**src/rtl/core/matrix2x2_arithmetic_unit_macros.svh**
```systemverilog
// matrix2x2_arithmetic_unit_macros.svh: assertion macros for the 2x2 matrix unit
// needs nothing; taken in by the files that assert
`ifndef MATRIX2X2_ARITHMETIC_UNIT_MACROS_SVH
`define MATRIX2X2_ARITHMETIC_UNIT_MACROS_SVH

// consequent checked in the same cycle
`define M2X_ASSERT_NOW(lbl, clk, rst_n, ante, cons, msg) \
    lbl: assert property (@(posedge clk) disable iff (!rst_n) (ante) |-> (cons)) \
        else $error(msg);

// consequent checked in the cycle after the antecedent
`define M2X_ASSERT_NEXT(lbl, clk, rst_n, ante, cons, msg) \
    lbl: assert property (@(posedge clk) disable iff (!rst_n) (ante) |=> (cons)) \
        else $error(msg);

`endif

```
**src/rtl/core/m2x_pkg.sv**
```systemverilog
// m2x_pkg.sv: types, opcodes and helpers of the 2x2 matrix unit
// depends on nothing; used by every module of the unit
package m2x_pkg;

    localparam int FRAC_BITS = 16;
    // quotient bits produced by the divider
    localparam int QB = 32;
    // determinant magnitude width
    localparam int DW = 64;
    // dividend width, covers the largest fraction width of 24
    localparam int NW = 80;
    // divider compare width
    localparam int CW = DW + QB;

    localparam logic [31:0] THRESH_RESET = 32'd4295;

    localparam logic [2:0] OP_ADD    = 3'd0;
    localparam logic [2:0] OP_SUB    = 3'd1;
    localparam logic [2:0] OP_MUL    = 3'd2;
    localparam logic [2:0] OP_SCALE  = 3'd3;
    localparam logic [2:0] OP_MATVEC = 3'd4;
    localparam logic [2:0] OP_TRANSP = 3'd5;
    localparam logic [2:0] OP_DET    = 3'd6;
    localparam logic [2:0] OP_INV    = 3'd7;

    typedef struct packed {
        logic [2:0]         opcode;
        logic signed [31:0] a_row0_col0;
        logic signed [31:0] a_row0_col1;
        logic signed [31:0] a_row1_col0;
        logic signed [31:0] a_row1_col1;
        logic signed [31:0] b_row0_col0;
        logic signed [31:0] b_row0_col1;
        logic signed [31:0] b_row1_col0;
        logic signed [31:0] b_row1_col1;
        logic signed [31:0] scale_factor;
        logic signed [31:0] vec_x;
        logic signed [31:0] vec_y;
    } t_in;

    typedef struct packed {
        logic signed [31:0] r_row0_col0;
        logic signed [31:0] r_row0_col1;
        logic signed [31:0] r_row1_col0;
        logic signed [31:0] r_row1_col1;
        logic               singular;
        logic               overflow;
    } t_out;

    // beat carried down the divider chain
    typedef struct packed {
        logic                   inv_go;
        logic [3:0]             neg;
        logic [3:0]             big;
        logic [DW-1:0]          dmag;
        logic [3:0][NW-1:0]     rem;
        logic [3:0][QB-1:0]     quo;
        t_out                   res;
    } t_div_beat;

    // saturate to 32 bits, returns {overflow, value}
    function automatic logic [32:0] sat32(input logic signed [64:0] v);
        if (v > 65'sd2147483647) begin
            return {1'b1, 32'h7FFF_FFFF};
        end else if (v < -65'sd2147483648) begin
            return {1'b1, 32'h8000_0000};
        end
        return {1'b0, v[31:0]};
    endfunction

endpackage

```
**src/rtl/core/m2x_div_step.sv**
```systemverilog
// m2x_div_step.sv: one restoring divide stage, one quotient bit per lane
// depends on m2x_pkg
module m2x_div_step #(
    parameter int BIT = 0
) (
    input  logic               i_clk,
    input  logic               i_rst_n,
    input  logic               i_en,
    input  logic               i_valid,
    input  m2x_pkg::t_div_beat i_beat,
    output logic               o_valid,
    output m2x_pkg::t_div_beat o_beat
);

    logic                       r_valid;
    m2x_pkg::t_div_beat         r_beat;
    m2x_pkg::t_div_beat         n_beat;
    logic [m2x_pkg::CW-1:0]     w_dsh;
    logic [3:0]                 w_ge;

    // compare each partial remainder with the shifted divisor
    always_comb begin
        n_beat = i_beat;
        w_dsh  = m2x_pkg::CW'(i_beat.dmag) << BIT;
        for (int k = 0; k < 4; k++) begin
            w_ge[k] = m2x_pkg::CW'(i_beat.rem[k]) >= w_dsh;
            if (w_ge[k]) begin
                n_beat.rem[k] = i_beat.rem[k] - w_dsh[m2x_pkg::NW-1:0];
            end
            n_beat.quo[k][BIT] = w_ge[k];
        end
    end

    always_ff @(posedge i_clk) begin
        if (!i_rst_n) begin
            r_valid <= 1'b0;
        end else if (i_en) begin
            r_valid <= i_valid;
        end
    end

    always_ff @(posedge i_clk) begin
        if (i_en) begin
            r_beat <= n_beat;
        end
    end

    assign o_valid = r_valid;
    assign o_beat  = r_beat;

endmodule

```
**config.mk**
```make
export PLATFORM = sky130hd
export DESIGN_NAME = m2x_div_step
export DESIGN_NICKNAME = d
export VERILOG_FILES = /design/src/rtl/core/matrix2x2_arithmetic_unit_macros.svh /design/src/rtl/core/m2x_pkg.sv /design/src/rtl/core/m2x_div_step.sv
export SDC_FILE = /design/constraint.sdc
export NUM_CORES = 1
export LEC_CHECK = 0
export BUFFER_PORTS_ARGS = -buffer_cell sky130_fd_sc_hd__buf_2
export CAP_MARGIN = 20
export CELL_PAD_IN_SITES_DETAIL_PLACEMENT = 2
export CELL_PAD_IN_SITES_GLOBAL_PLACEMENT = 2
export CORE_AREA = 4 4 510 512
export DETAILED_ROUTE_END_ITERATION = 7
export DIE_AREA = 0 0 514 516
export PLACE_DENSITY_LB_ADDON = 0.12
export SETUP_SLACK_MARGIN = 0.2
export SYNTH_ARGS = -nofsm -noshare
export SYNTH_HDL_FRONTEND = slang
export SYNTH_SLANG_ARGS = --single-unit
```
**constraint.sdc**
```tcl
create_clock -name i_clk -period 5.8 [get_ports i_clk]
set_clock_uncertainty 0.2 [all_clocks]
set_input_delay 0.58 -clock i_clk [delete_from_list [all_inputs] [get_ports i_clk]]
set_output_delay 0.58 -clock i_clk [all_outputs]
set_load 0.02 [all_outputs]
```
==> metrics.md, run 1 <==
| Metric | Value |
|---|---|
| Global-route wire length before repair | `361.6 mm` |
| Warning count from the yosys run | `0` |
| Ys flop type | `edfxtp_1` |
| Number of synthesized flops with an enable pin | `651` |
| DRC | `0` |
| Area delta synth->final | `51.64%` |
| Hold endpoint | `o_beat[300]$_DFFE_PP_` |
| CTS sink cnt | `652` |
| Clk slew on worst S/H paths | `60 ps` |
| Max_slew headroom | `0.3803` |
| Filler Cells Inserted | `28991` |
| CP Class | `in -> reg` |
| Clock power frac | `0.362` |
| DP Wirelength | `227.6 mm` |
| DRT Pass-1 Iters | `7` |
| I/O Buffers | `1302` |
| RSZ-0062 raised after global routing | `no` |
| Leakage dissipation | `24.56 nW` |
| Skew-Pair Late Insertion Delay | `720 ps` |
| Die Y | `516 microns` |
| Status | `finished clean` |
| Synth async-reset ratio | `0` |
| FP Rows | `186` |
| CP Max Fanout | `6` |
| Hold_sp | `i_beat[300]` |
| Die W | `514 microns` |
| Total power | `17.41 mW` |
| Reg2Reg Launch Point | `o_valid$_SDFFE_PN0P_` |
| Drt wl/cell | `28.83 microns` |
| CTS H-tree depth | `3` |
| Register area share after synthesis | `0.4913` |
| Initial antenna violation count | `99` |
| Syn_nets | `4829` |
| DRT iter0 DRCs | `1817` |
| Routed wire length | `269.8 mm` |
| DRT antenna net count | `0` |
| Worst slew pin tran | `929.6 ps` |
| Setup_tns | `0 ps` |
| CP endpoint kind | `flip-flop` |
| Required time of the critical path | `6080 ps` |
| Initial core utilization | `0.1557` |
| Placed cell area | `50980 sq um` |
| Vias | `39992` |
| Comb pwr share | `0.290` |
| Synthesis-stage register bit count | `652` |
| R2R setup slack | `4420 ps` |
| Layout cells sized above 1 | `0.2756` |
| Max Cap Viol | `0` |
| Hold Violations, Final | `0` |
| # IOs | `1307` |
| R2r endpoint | `o_valid$_SDFFE_PN0P_` |
| Hold Path Class | `in -> reg` |
| Synth Cell Area | `39830 sq um` |
| Design Area, Final | `60400 sq um` |
| Clock buffer count from CTS | `94` |
| Placed cells | `8541` |
| Max Fclk | `185.5 MHz` |
| Sw Share | `0.3485` |
| Final Setup Violations | `0` |
| CTS Buffer Depth | `3` |
| Sequential power share | `0.348` |
| Post-synth cell types | `91` |
| GP Congestion | `0.8447` |
| Pint | `11.34 mW` |
| Via density per instance | `4.274` |
| Grt total ovfl | `0` |
| Hold Path Depth | `3` |
| Core area | `255800 sq um` |
| Fin crit period | `5391 ps` |
| Sw power | `6.070 mW` |
| Number of global-route vias before repair | `43481` |
| R2R depth | `3` |
| Critical path data arrival time | `5670 ps` |
| Synth Instances | `3914` |
| CTS tree | `yes` |
| Final slew viol count | `0` |
| Layout net count | `6771` |
| Die area | `265200 sq um` |
| VDD IR max | `210.0 uV` |
| Nature of the critical path startpoint | `primary input` |
| Clk root buf | `clkbuf_16` |
| GRT Total Usage | `0.1943` |
| Synthesized area per cell | `10.18 sq um` |
| Largest net degree at the start of global routing | `109` |
| Power Dens Cells | `288.3 nW/um^2` |
| Tcrit/Tclk final | `0.9296` |
| Finished Layout Cells | `9357` |
[layout by cell type, fill, tap and decap left out, types with 16 or more instances in the layout]
cell type      count
a211oi_1          22
a21boi_0          18
a21o_1           123
a21oi_1          461
a31oi_1           30
and2_1            19
and3_1            23
buf_2           1301
buf_4            105
bufinv_16         16
clkbuf_1          16
clkbuf_16         95
diode_2           37
dlygate4sd3_1    603
edfxtp_1         651
ha_1             256
inv_1            155
mux2_2            24
nand2_1          366
nand2b_1          22
nand3_1           58
nand4_1          117
nor2_1           303
nor2b_1           24
nor3_1            64
nor4_1            28
o211ai_1          23
o21a_1            45
o21ai_0          292
o21bai_1          67
or3_1             28
xnor2_1          178
xor2_1           130
[sequential cells by signal (all words and copies together) (netlist names)]
name / count
o_beat: 651
o_valid: 1
[worst max-delay path by stage]
stage                           start                    end  slack (ps)  cells after the start
final                     i_beat[586]  o_beat[497]$_DFFE_PP_         410                     19
after floorplan           i_beat[258]  o_beat[327]$_DFFE_PP_        1810                     14
after global placement    i_beat[578]  o_beat[476]$_DFFE_PP_         490                     16
after detailed placement  i_beat[586]  o_beat[571]$_DFFE_PP_         420                     17
after global routing      i_beat[579]  o_beat[497]$_DFFE_PP_         220                     20
after CTS                 i_beat[587]  o_beat[332]$_DFFE_PP_         350                     16
[power groups by stage]
stage | Combinational (mW) | Clock, mW | Sequential, mW
after floorplan | 1.72 | 0 | 6.82
final | 5.04 | 6.31 | 6.06
after global routing | 5.43 | 6.73 | 6.11
after CTS | 5.18 | 6.59 | 6.07
after global placement | 4.77 | 0 | 6.16
after detailed placement | 4.77 | 0 | 6.16
[cell families (layout without fill, tap and decap cells)]
family          count (synthesis)  count (layout)  synth area share
buf+inv                       334            2356           0.03283
xor+xnor                      308             308           0.06773
simple gates                 1129            1129            0.1347
fa+ha+maj                     260             260           0.08243
flops                         652             652            0.4913
compound gates               1201            1201            0.1825
mux                            30              30          0.008450
other cells                     0              37                 0
[repair_timing]
action	CTS	global route
hold endpoints to repair	600	0
buffers inserted	0	0
setup endpoints to repair	0	1
hold buffers	603	0
resized for setup	0	1
[per-stage QoR]
step	setup slack [ps]	hold WS [ps]	util
floorplan	1806	389.3	-
global placement	493.7	299.6	0.1993
detailed placement	422.3	328.5	0.1993
CTS	353.6	0.5042	0.2358
global route	217.4	37.33	0.2360
finish	408.5	69.29	0.2361
[worst max-delay path: stages]
cell and delay, ps:
dlygate4sd3_1 550, buf_2 130, inv_1 440, ha_1 430
a21o_1 210, a21o_1 180, o21ai_0 230, a31oi_1 170
a21boi_0 560, o311ai_1 190, buf_4 200, a311oi_1 270
buf_4 170, o21a_1 160, o2111ai_1 140, buf_4 220
nor4_2 180, xor2_1 90, dlygate4sd3_1 560
[Yosys cell counts, drive strengths merged, types with 18 or more instances]
cell	n	area [sq um]
mux2	29	326.6
inv	156	585.6
a21boi	18	135.1
o211ai	23	172.7
a21o	123	923.4
nor4	31	206.4
a31oi	30	187.7
nand2	369	1390
xor2	130	1139
buf	45	221.5
or3	29	186.4
nor2b	24	150.1
o21bai	67	503.0
nor2	304	1144
nand4	118	744.5
ha	256	3203
and3	23	143.9
edfxtp	651	19550
a211oi	26	210.2
xnor2	178	1559
o21a	45	337.8
a21oi	463	2321
and2	19	118.9
nand3	58	290.3
clkbuf	133	500.5
nor3	64	320.3
o21ai	301	1514
nand2b	22	137.6
[final cells by class]
type / count / area [sq um] / share of cell area
inverters: 156 / 585.6 / 0.009695
flip-flops and latches: 652 / 19570 / 0.3240
clock inverters: 65 / 842.1 / 0.01394
diodes: 37 / 92.59 / 0.001533
repair buffers: 2024 / 13630 / 0.2257
well taps: 3384 / 4234 / 0.07011
clock buffers: 111 / 2437 / 0.04036
multi-input cells: 2928 / 19000 / 0.3147
[metal layers]
| metal | vias up | routed length [microns] | share of wire | track usage |
|---|---|---|---|---|
| met2 | 1010 | 142200 | 0.53 | 0.3694 |
| met3 | 345 | 10200 | 0.038 | 0.02889 |
| met5 | - | 230 | 0.00085 | 0 |
| met4 | 34 | 13710 | 0.051 | 0.08736 |
| li1 | 18541 | - | - | - |
| met1 | 20062 | 103400 | 0.38 | 0.2115 |
No activity file was read; power rests on OpenSTA's default activity.
==> inputs of run 2 (changes only) <==
--- a/config.mk
+++ b/config.mk
@@ -14,6 +14,7 @@
 export DIE_AREA = 0 0 514 516
 export PLACE_DENSITY_LB_ADDON = 0.12
 export SETUP_SLACK_MARGIN = 0.2
+export SLEW_MARGIN = 20
 export SYNTH_ARGS = -nofsm -noshare
 export SYNTH_HDL_FRONTEND = slang
 export SYNTH_SLANG_ARGS = --single-unit
==> constraint.sdc (replaced) <==
create_clock -name i_clk -period 5.8 [get_ports i_clk]
set_clock_uncertainty 0.2 [all_clocks]
set_input_delay 0.29 -clock i_clk [delete_from_list [all_inputs] [get_ports i_clk]]
set_output_delay 0.29 -clock i_clk [all_outputs]
set_load 0.02 [all_outputs]
==> metrics.md, run 2 (same netlist as run 1, synthesis figures left out) <==
| Metric | Value |
|---|---|
| Most crowded layer after global routing | `met2` |
| Core area | `255800 sq um (unchanged)` |
| CTS Buffer Depth | `3 (unchanged)` |
| Max FFs per register | `651 (unchanged)` |
| Hold Path Class | `in -> reg` |
| CP Max Fanout | `5 (-1)` |
| CP cell instances | `dlygate4sd3_1 > buf_2 > ha_1 > fa_1 > nor2b_1 > o31ai_1 > a211oi_1 > o2111ai_1 > a21oi_1 > a31oi_1 > o31a_1 > o21ai_1 > a21oi_1 > xor2_1 > dlygate4sd3_1` |
| DRT iter0 DRCs | `1646 (-9.4%)` |
| Finished Layout Cells | `9520 (+1.7%)` |
| Total power | `17.42 mW (about the same)` |
| # IOs | `1307 (unchanged)` |
| Max Fclk | `187.0 MHz (+0.83%)` |
| Final slew viol count | `0 (unchanged)` |
| Die W | `514 microns (unchanged)` |
| Drt wl/cell | `28.65 microns (-0.62%)` |
| Setup_tns | `0 ps (unchanged)` |
| Hold endpoint | `o_beat[649]$_DFFE_PP_` |
| Most common cell after layout, fill and taps aside | `buf_2` |
| Tcrit/Tclk final | `0.9219 (-0.007659)` |
| Post-Place Worst Slack | `586.8 ps (+164.6 ps)` |
| DRT Pass-1 Iters | `5 (-2)` |
| Global-route wire length before repair | `367.9 mm (+1.7%)` |
| Critical path data arrival time | `5630 ps (-40 ps)` |
| M3 GR Usage | `0.02947 (+0.0005797)` |
| Slowest CP cell | `dlygate4sd3_1` |
| Met2 usage | `0.3742 (+0.004867)` |
| CTS sink cnt | `652 (unchanged)` |
| Required time of the critical path | `6080 ps (about the same)` |
| Commonest cells after routing, fill and taps aside | `buf_2, dlygate4sd3_1, edfxtp_1` |
| Clk root buf | `clkbuf_16` |
| DP Wirelength | `226.5 mm (-0.50%)` |
| Placed cells | `8510 (-0.36%)` |
| Via density per instance | `4.252 (-0.51%)` |
| CTS H-tree depth | `3 (unchanged)` |
| Fin crit period | `5347 ps (-44.42 ps)` |
| Hold_sp | `i_beat[649]` |
| Die area | `265200 sq um (unchanged)` |
| Max stage delay on crit path | `570 ps (about the same)` |
| Vias | `40483 (+1.2%)` |
| Nature of the critical path startpoint | `primary input` |
| Reg2Reg Launch Point | `o_valid$_SDFFE_PN0P_` |
| Status | `finished clean` |
| DRC | `0 (unchanged)` |
| Number of global-route vias before repair | `44375 (+2.1%)` |
| Layout cells sized above 1 | `0.2615 (-0.01410)` |
| GP Congestion | `0.8355 (-1.1%)` |
| VDD IR max | `211.5 uV (+0.69%)` |
| Power Dens Cells | `280.6 nW/um^2 (-2.7%)` |
| CP endpoint kind | `flip-flop` |
| Largest net degree at the start of global routing | `126 (+16%)` |
| Setup ws final | `453.0 ps (+44.42 ps)` |
| Skew-Pair Late Insertion Delay | `730 ps (about the same)` |
| Worst slew pin tran | `1029 ps (+99.58 ps)` |
| CTS tree | `yes` |
| Area delta synth->final | `55.86%` |
| R2R depth | `3 (unchanged)` |
| Die Y | `516 microns (unchanged)` |
| Initial core utilization | `0.1557 (unchanged)` |
| Max_slew headroom | `0.2961 (-0.08413)` |
| Leakage dissipation | `25.22 nW (+2.7%)` |
| GRT Total Usage | `0.1970 (+0.002664)` |
| FP Rows | `186 (unchanged)` |
| Placed cell area | `50730 sq um (-0.51%)` |
| Clk slew on worst S/H paths | `60 ps (about the same)` |
| R2R setup slack | `4440 ps (+20 ps)` |
| Routed wire length | `272.8 mm (+1.1%)` |
| Grt total ovfl | `0 (unchanged)` |
| I/O Buffers | `1302 (unchanged)` |
| Design Area, Final | `62080 sq um (+2.8%)` |
| CP Class | `in -> reg` |
| Hold Path Depth | `2 (-1)` |
| Layout net count | `6942 (+2.5%)` |
| R2r endpoint | `o_valid$_SDFFE_PN0P_` |
| RSZ-0062 raised after global routing | `no` |
| Final Setup Violations | `0 (unchanged)` |
| Clock buffer count from CTS | `94 (unchanged)` |
| DRT antenna net count | `0 (unchanged)` |
| Post-CTS setup buffer count | `0 (unchanged)` |
| Grt met1 use | `0.2160 (+0.004487)` |
| Initial antenna violation count | `80 (-19%)` |
| Hold Violations, Final | `0 (unchanged)` |
| Max Cap Viol | `0 (unchanged)` |
## run 2: changes by cell type in the layout (fill, tap and decap cells not counted), moves of 4 or more
cell,delta
clkinvlp_4,-5
diode_2,-4
dlygate4sd3_1,+202
clkinv_4,-5
buf_4,-29
clkinv_1,+5
## run 2: timing repair
item                                    in CTS  in global routing
endpoints found under the hold margin      720                  0
endpoints found under the setup margin       0                  2
hold buffers                               805                  0
gates resized for setup                      0                  2
## run 2: worst max-delay path by stage
stage / from / end / slack, ps / depth (start not counted)
finish: i_beat[578] / o_beat[404]$_DFFE_PP_ / 450 / 15
global route: i_beat[607] / o_beat[497]$_DFFE_PP_ / 230 / 20
detailed placement: i_beat[607] / o_beat[497]$_DFFE_PP_ / 590 / 18
CTS: i_beat[607] / o_beat[497]$_DFFE_PP_ / 300 / 20
global placement: i_beat[607] / o_beat[493]$_DFFE_PP_ / 610 / 18
floorplan: i_beat[258] / o_beat[327]$_DFFE_PP_ / 2100 / 14
## run 2: worst max-delay path: cells and delay by family
family | cells | cell delay (ps)
AND/OR/NAND/NOR | 1 | 190
AO/OA/AOI/OAI | 8 | 2970
adder cells (fa/ha/maj) | 2 | 670
buffers and inverters | 3 | 1320
XOR/XNOR | 1 | 180
## run 2: per-layer routing
layer  wire length [microns]  share of wire
met4                   13520          0.050
met2                  143500           0.53
met3                   10190          0.037
met5                     184        0.00067
met1                  105300           0.39
## run 2: layout make-up
type                       instances  area [sq um]
sequential                       652         19570
timing repair buffer            2195         15390
clock inverter                    61         758.2
fill                           28870        193700
inverter                         156         589.3
clock buffer                     111          2437
tap                             3384          4234
multi-input combinational       2928         19010
antenna                           33         82.58
## run 2: report_power, final
group          internal, mW  total [mW]  switching, mW
clock network          3.64        6.20           2.56
registers              5.88        6.07          0.194
logic                  1.82        5.15           3.33
total                  11.3        17.4           6.08
## run 2: stage by stage
step           hold WS [ps]    util
2_1_floorplan         188.9       -
3_3_place_gp          267.1  0.1983
3_5_place_dp          268.6  0.1983
4_1_cts              0.2264  0.2423
5_1_grt               29.15  0.2426
6_report              82.82  0.2427
==> inputs of run 3 (changes only) <==
--- a/config.mk
+++ b/config.mk
@@ -12,9 +12,8 @@
 export CORE_AREA = 4 4 510 512
 export DETAILED_ROUTE_END_ITERATION = 7
 export DIE_AREA = 0 0 514 516
-export PLACE_DENSITY_LB_ADDON = 0.12
+export PLACE_DENSITY = 0.45
 export SETUP_SLACK_MARGIN = 0.2
-export SLEW_MARGIN = 20
 export SYNTH_ARGS = -nofsm -noshare
 export SYNTH_HDL_FRONTEND = slang
 export SYNTH_SLANG_ARGS = --single-unit
==> metrics.md, run 3 (same netlist as run 1, synthesis figures left out) <==
| Metric | Value |
|---|---|
| Routed wire length | `278.3 mm (+2.0%)` |
| Largest net degree at the start of global routing | `116 (-7.9%)` |
| Layout cells sized above 1 | `0.2563 (-0.005242)` |
| Status | `finished clean` |
| DRT antenna net count | `0 (unchanged)` |
| Grt total ovfl | `0 (unchanged)` |
| Max Cap Viol | `0 (unchanged)` |
| Global-route wire length before repair | `374.1 mm (+1.7%)` |
| Nature of the critical path startpoint | `primary input` |
| RSZ-0062 raised after global routing | `no` |
| Vias | `41213 (+1.8%)` |
| Die W | `514 microns (unchanged)` |
| Via density per instance | `4.287 (+0.81%)` |
| Clk root buf | `clkbuf_16` |
| Area delta synth->final | `57.91%` |
| Hold Path Class | `in -> reg` |
| DP Wirelength | `228.9 mm (+1.1%)` |
| Worst slew pin tran | `1002 ps (-27.63 ps)` |
| Number of global-route vias before repair | `45327 (+2.1%)` |
| DRT Pass-1 Iters | `5 (unchanged)` |
| R2R depth | `3 (unchanged)` |
| Final Setup Violations | `0 (unchanged)` |
| Max Fclk | `186.2 MHz (-0.43%)` |
| CTS tree | `yes` |
| Clock buffer count from CTS | `93 (-1.1%)` |
| Hold Violations, Final | `0 (unchanged)` |
| Power Dens Cells | `277.6 nW/um^2 (-1.0%)` |
| R2R setup slack | `4420 ps (-20 ps)` |
| GP Congestion | `0.8222 (-1.6%)` |
| Skew-Pair Late Insertion Delay | `740 ps (about the same)` |
| Hold endpoint | `o_beat[251]$_DFFE_PP_` |
| Hold_sp | `i_beat[251]` |
| FP Rows | `186 (unchanged)` |
| Core area | `255800 sq um (unchanged)` |
| Critical path data arrival time | `5680 ps (+50 ps)` |
| Filler Cells Inserted | `28791 (-0.27%)` |
| Tcrit/Tclk final | `0.9259 (+0.003981)` |
| CTS Buffer Depth | `3 (unchanged)` |
| Die Y | `516 microns (unchanged)` |
| # IOs | `1307 (unchanged)` |
| Required time of the critical path | `6110 ps (+30 ps)` |
| CTS sink cnt | `652 (unchanged)` |
| Hold Path Depth | `2 (unchanged)` |
| CP Class | `in -> reg` |
| I/O Buffers | `1302 (unchanged)` |
| Reg2Reg Launch Point | `o_valid$_SDFFE_PN0P_` |
| Placed cell area | `50570 sq um (-0.32%)` |
| CP Max Fanout | `5 (unchanged)` |
| CP endpoint kind | `flip-flop` |
| Die area | `265200 sq um (unchanged)` |
| Commonest cells after routing, fill and taps aside | `buf_2, dlygate4sd3_1, edfxtp_1` |
| Final slew viol count | `0 (unchanged)` |
| Design Area, Final | `62890 sq um (+1.3%)` |
| Leakage dissipation | `25.53 nW (+1.2%)` |
| Max_slew headroom | `0.3252 (+0.02910)` |
| Finished Layout Cells | `9614 (+0.99%)` |
| Layout net count | `7020 (+1.1%)` |
| Max FFs per register | `651 (unchanged)` |
| Initial antenna violation count | `96 (+20%)` |
| CTS H-tree depth | `3 (unchanged)` |
| Most common cell after layout, fill and taps aside | `buf_2` |
| Worst Hold Slack | `83.86 ps (+1.035 ps)` |
| Clk slew on worst S/H paths | `70 ps (about the same)` |
| GRT Total Usage | `0.2004 (+0.003470)` |
| VDD IR max | `230.4 uV (+9.0%)` |
| R2r endpoint | `o_valid$_SDFFE_PN0P_` |
| Placed cells | `8492 (-0.21%)` |
| Drt wl/cell | `28.95 microns (+1.0%)` |
| Initial core utilization | `0.1557 (unchanged)` |
| Setup_tns | `0 ps (unchanged)` |
| Fin crit period | `5370 ps (+23.09 ps)` |
| DRC | `0 (unchanged)` |
| DRT iter0 DRCs | `1971 (+20%)` |
run 3: power by group:
group          internal (mW)  leakage, nW  switching (mW)  total, mW
clock network           3.52         1.54            2.64       6.16
registers               5.88         6.38           0.187       6.06
logic                   1.86         17.6            3.38       5.24
run 3: layout make-up:
class                           instances  area, sq um  area share
Antenna cell                           49        122.6    0.001950
Clock buffer                          111         2395     0.03808
Clock inverter                         60        779.5     0.01239
Inverter                              156        585.6    0.009310
Multi-Input combinational cell       2928        19000      0.3021
Sequential cell                       652        19570      0.3111
Tap cell                             3384         4234     0.06732
Timing Repair Buffer                 2274        16210      0.2577
run 3: metal layers:
layer	vias to the layer above	part of all wire	routed length (microns)	GRT usage
met3	368	0.041	11420	0.03328
met4	28	0.048	13230	0.08198
met2	1110	0.53	146400	0.3802
li1	19030	-	-	-
met1	20677	0.38	107100	0.2198
met5	-	0.00062	173	0
run 3: stage by stage:
step / setup WS, ps / utilization / total power [mW]
floorplan: 2096 / - / 8.541
global placement: 383.6 / 0.1977 / 10.89
detailed placement: 439.1 / 0.1977 / 10.90
CTS: 347.3 / 0.2454 / 17.84
global route: 233.4 / 0.2456 / 18.33
finish: 429.9 / 0.2459 / 17.46
run 3: worst max-delay path by stage:
stage / startpoint / endpoint / slack, ps
3_3_place_gp: i_beat[608] / o_beat[497]$_DFFE_PP_ / 380
2_1_floorplan: i_beat[258] / o_beat[327]$_DFFE_PP_ / 2100
6_report: i_beat[578] / o_beat[327]$_DFFE_PP_ / 430
3_5_place_dp: i_beat[608] / o_beat[497]$_DFFE_PP_ / 440
5_1_grt: i_beat[580] / o_beat[332]$_DFFE_PP_ / 230
4_1_cts: i_beat[611] / o_beat[485]$_DFFE_PP_ / 350
run 3: timing repair:
action,4_1_cts,5_1_grt
hold buffers,901,1
endpoints found under the setup margin,0,1
endpoints found under the hold margin,720,1
gates resized for setup,0,1
buffers inserted,0,0
run 3: critical path: stages:
cell           delay (ps)
dlygate4sd3_1         530
buf_2                 210
ha_1                  240
fa_1                  400
and2b_1               240
o2111ai_1             180
a31oi_1               610
a221oi_1              200
buf_4                 200
o21ai_2               440
a211oi_4              170
or4_4                 460
nor2_2                160
o211ai_1              150
a2111oi_2             480
xor2_1                120
dlygate4sd3_1         590
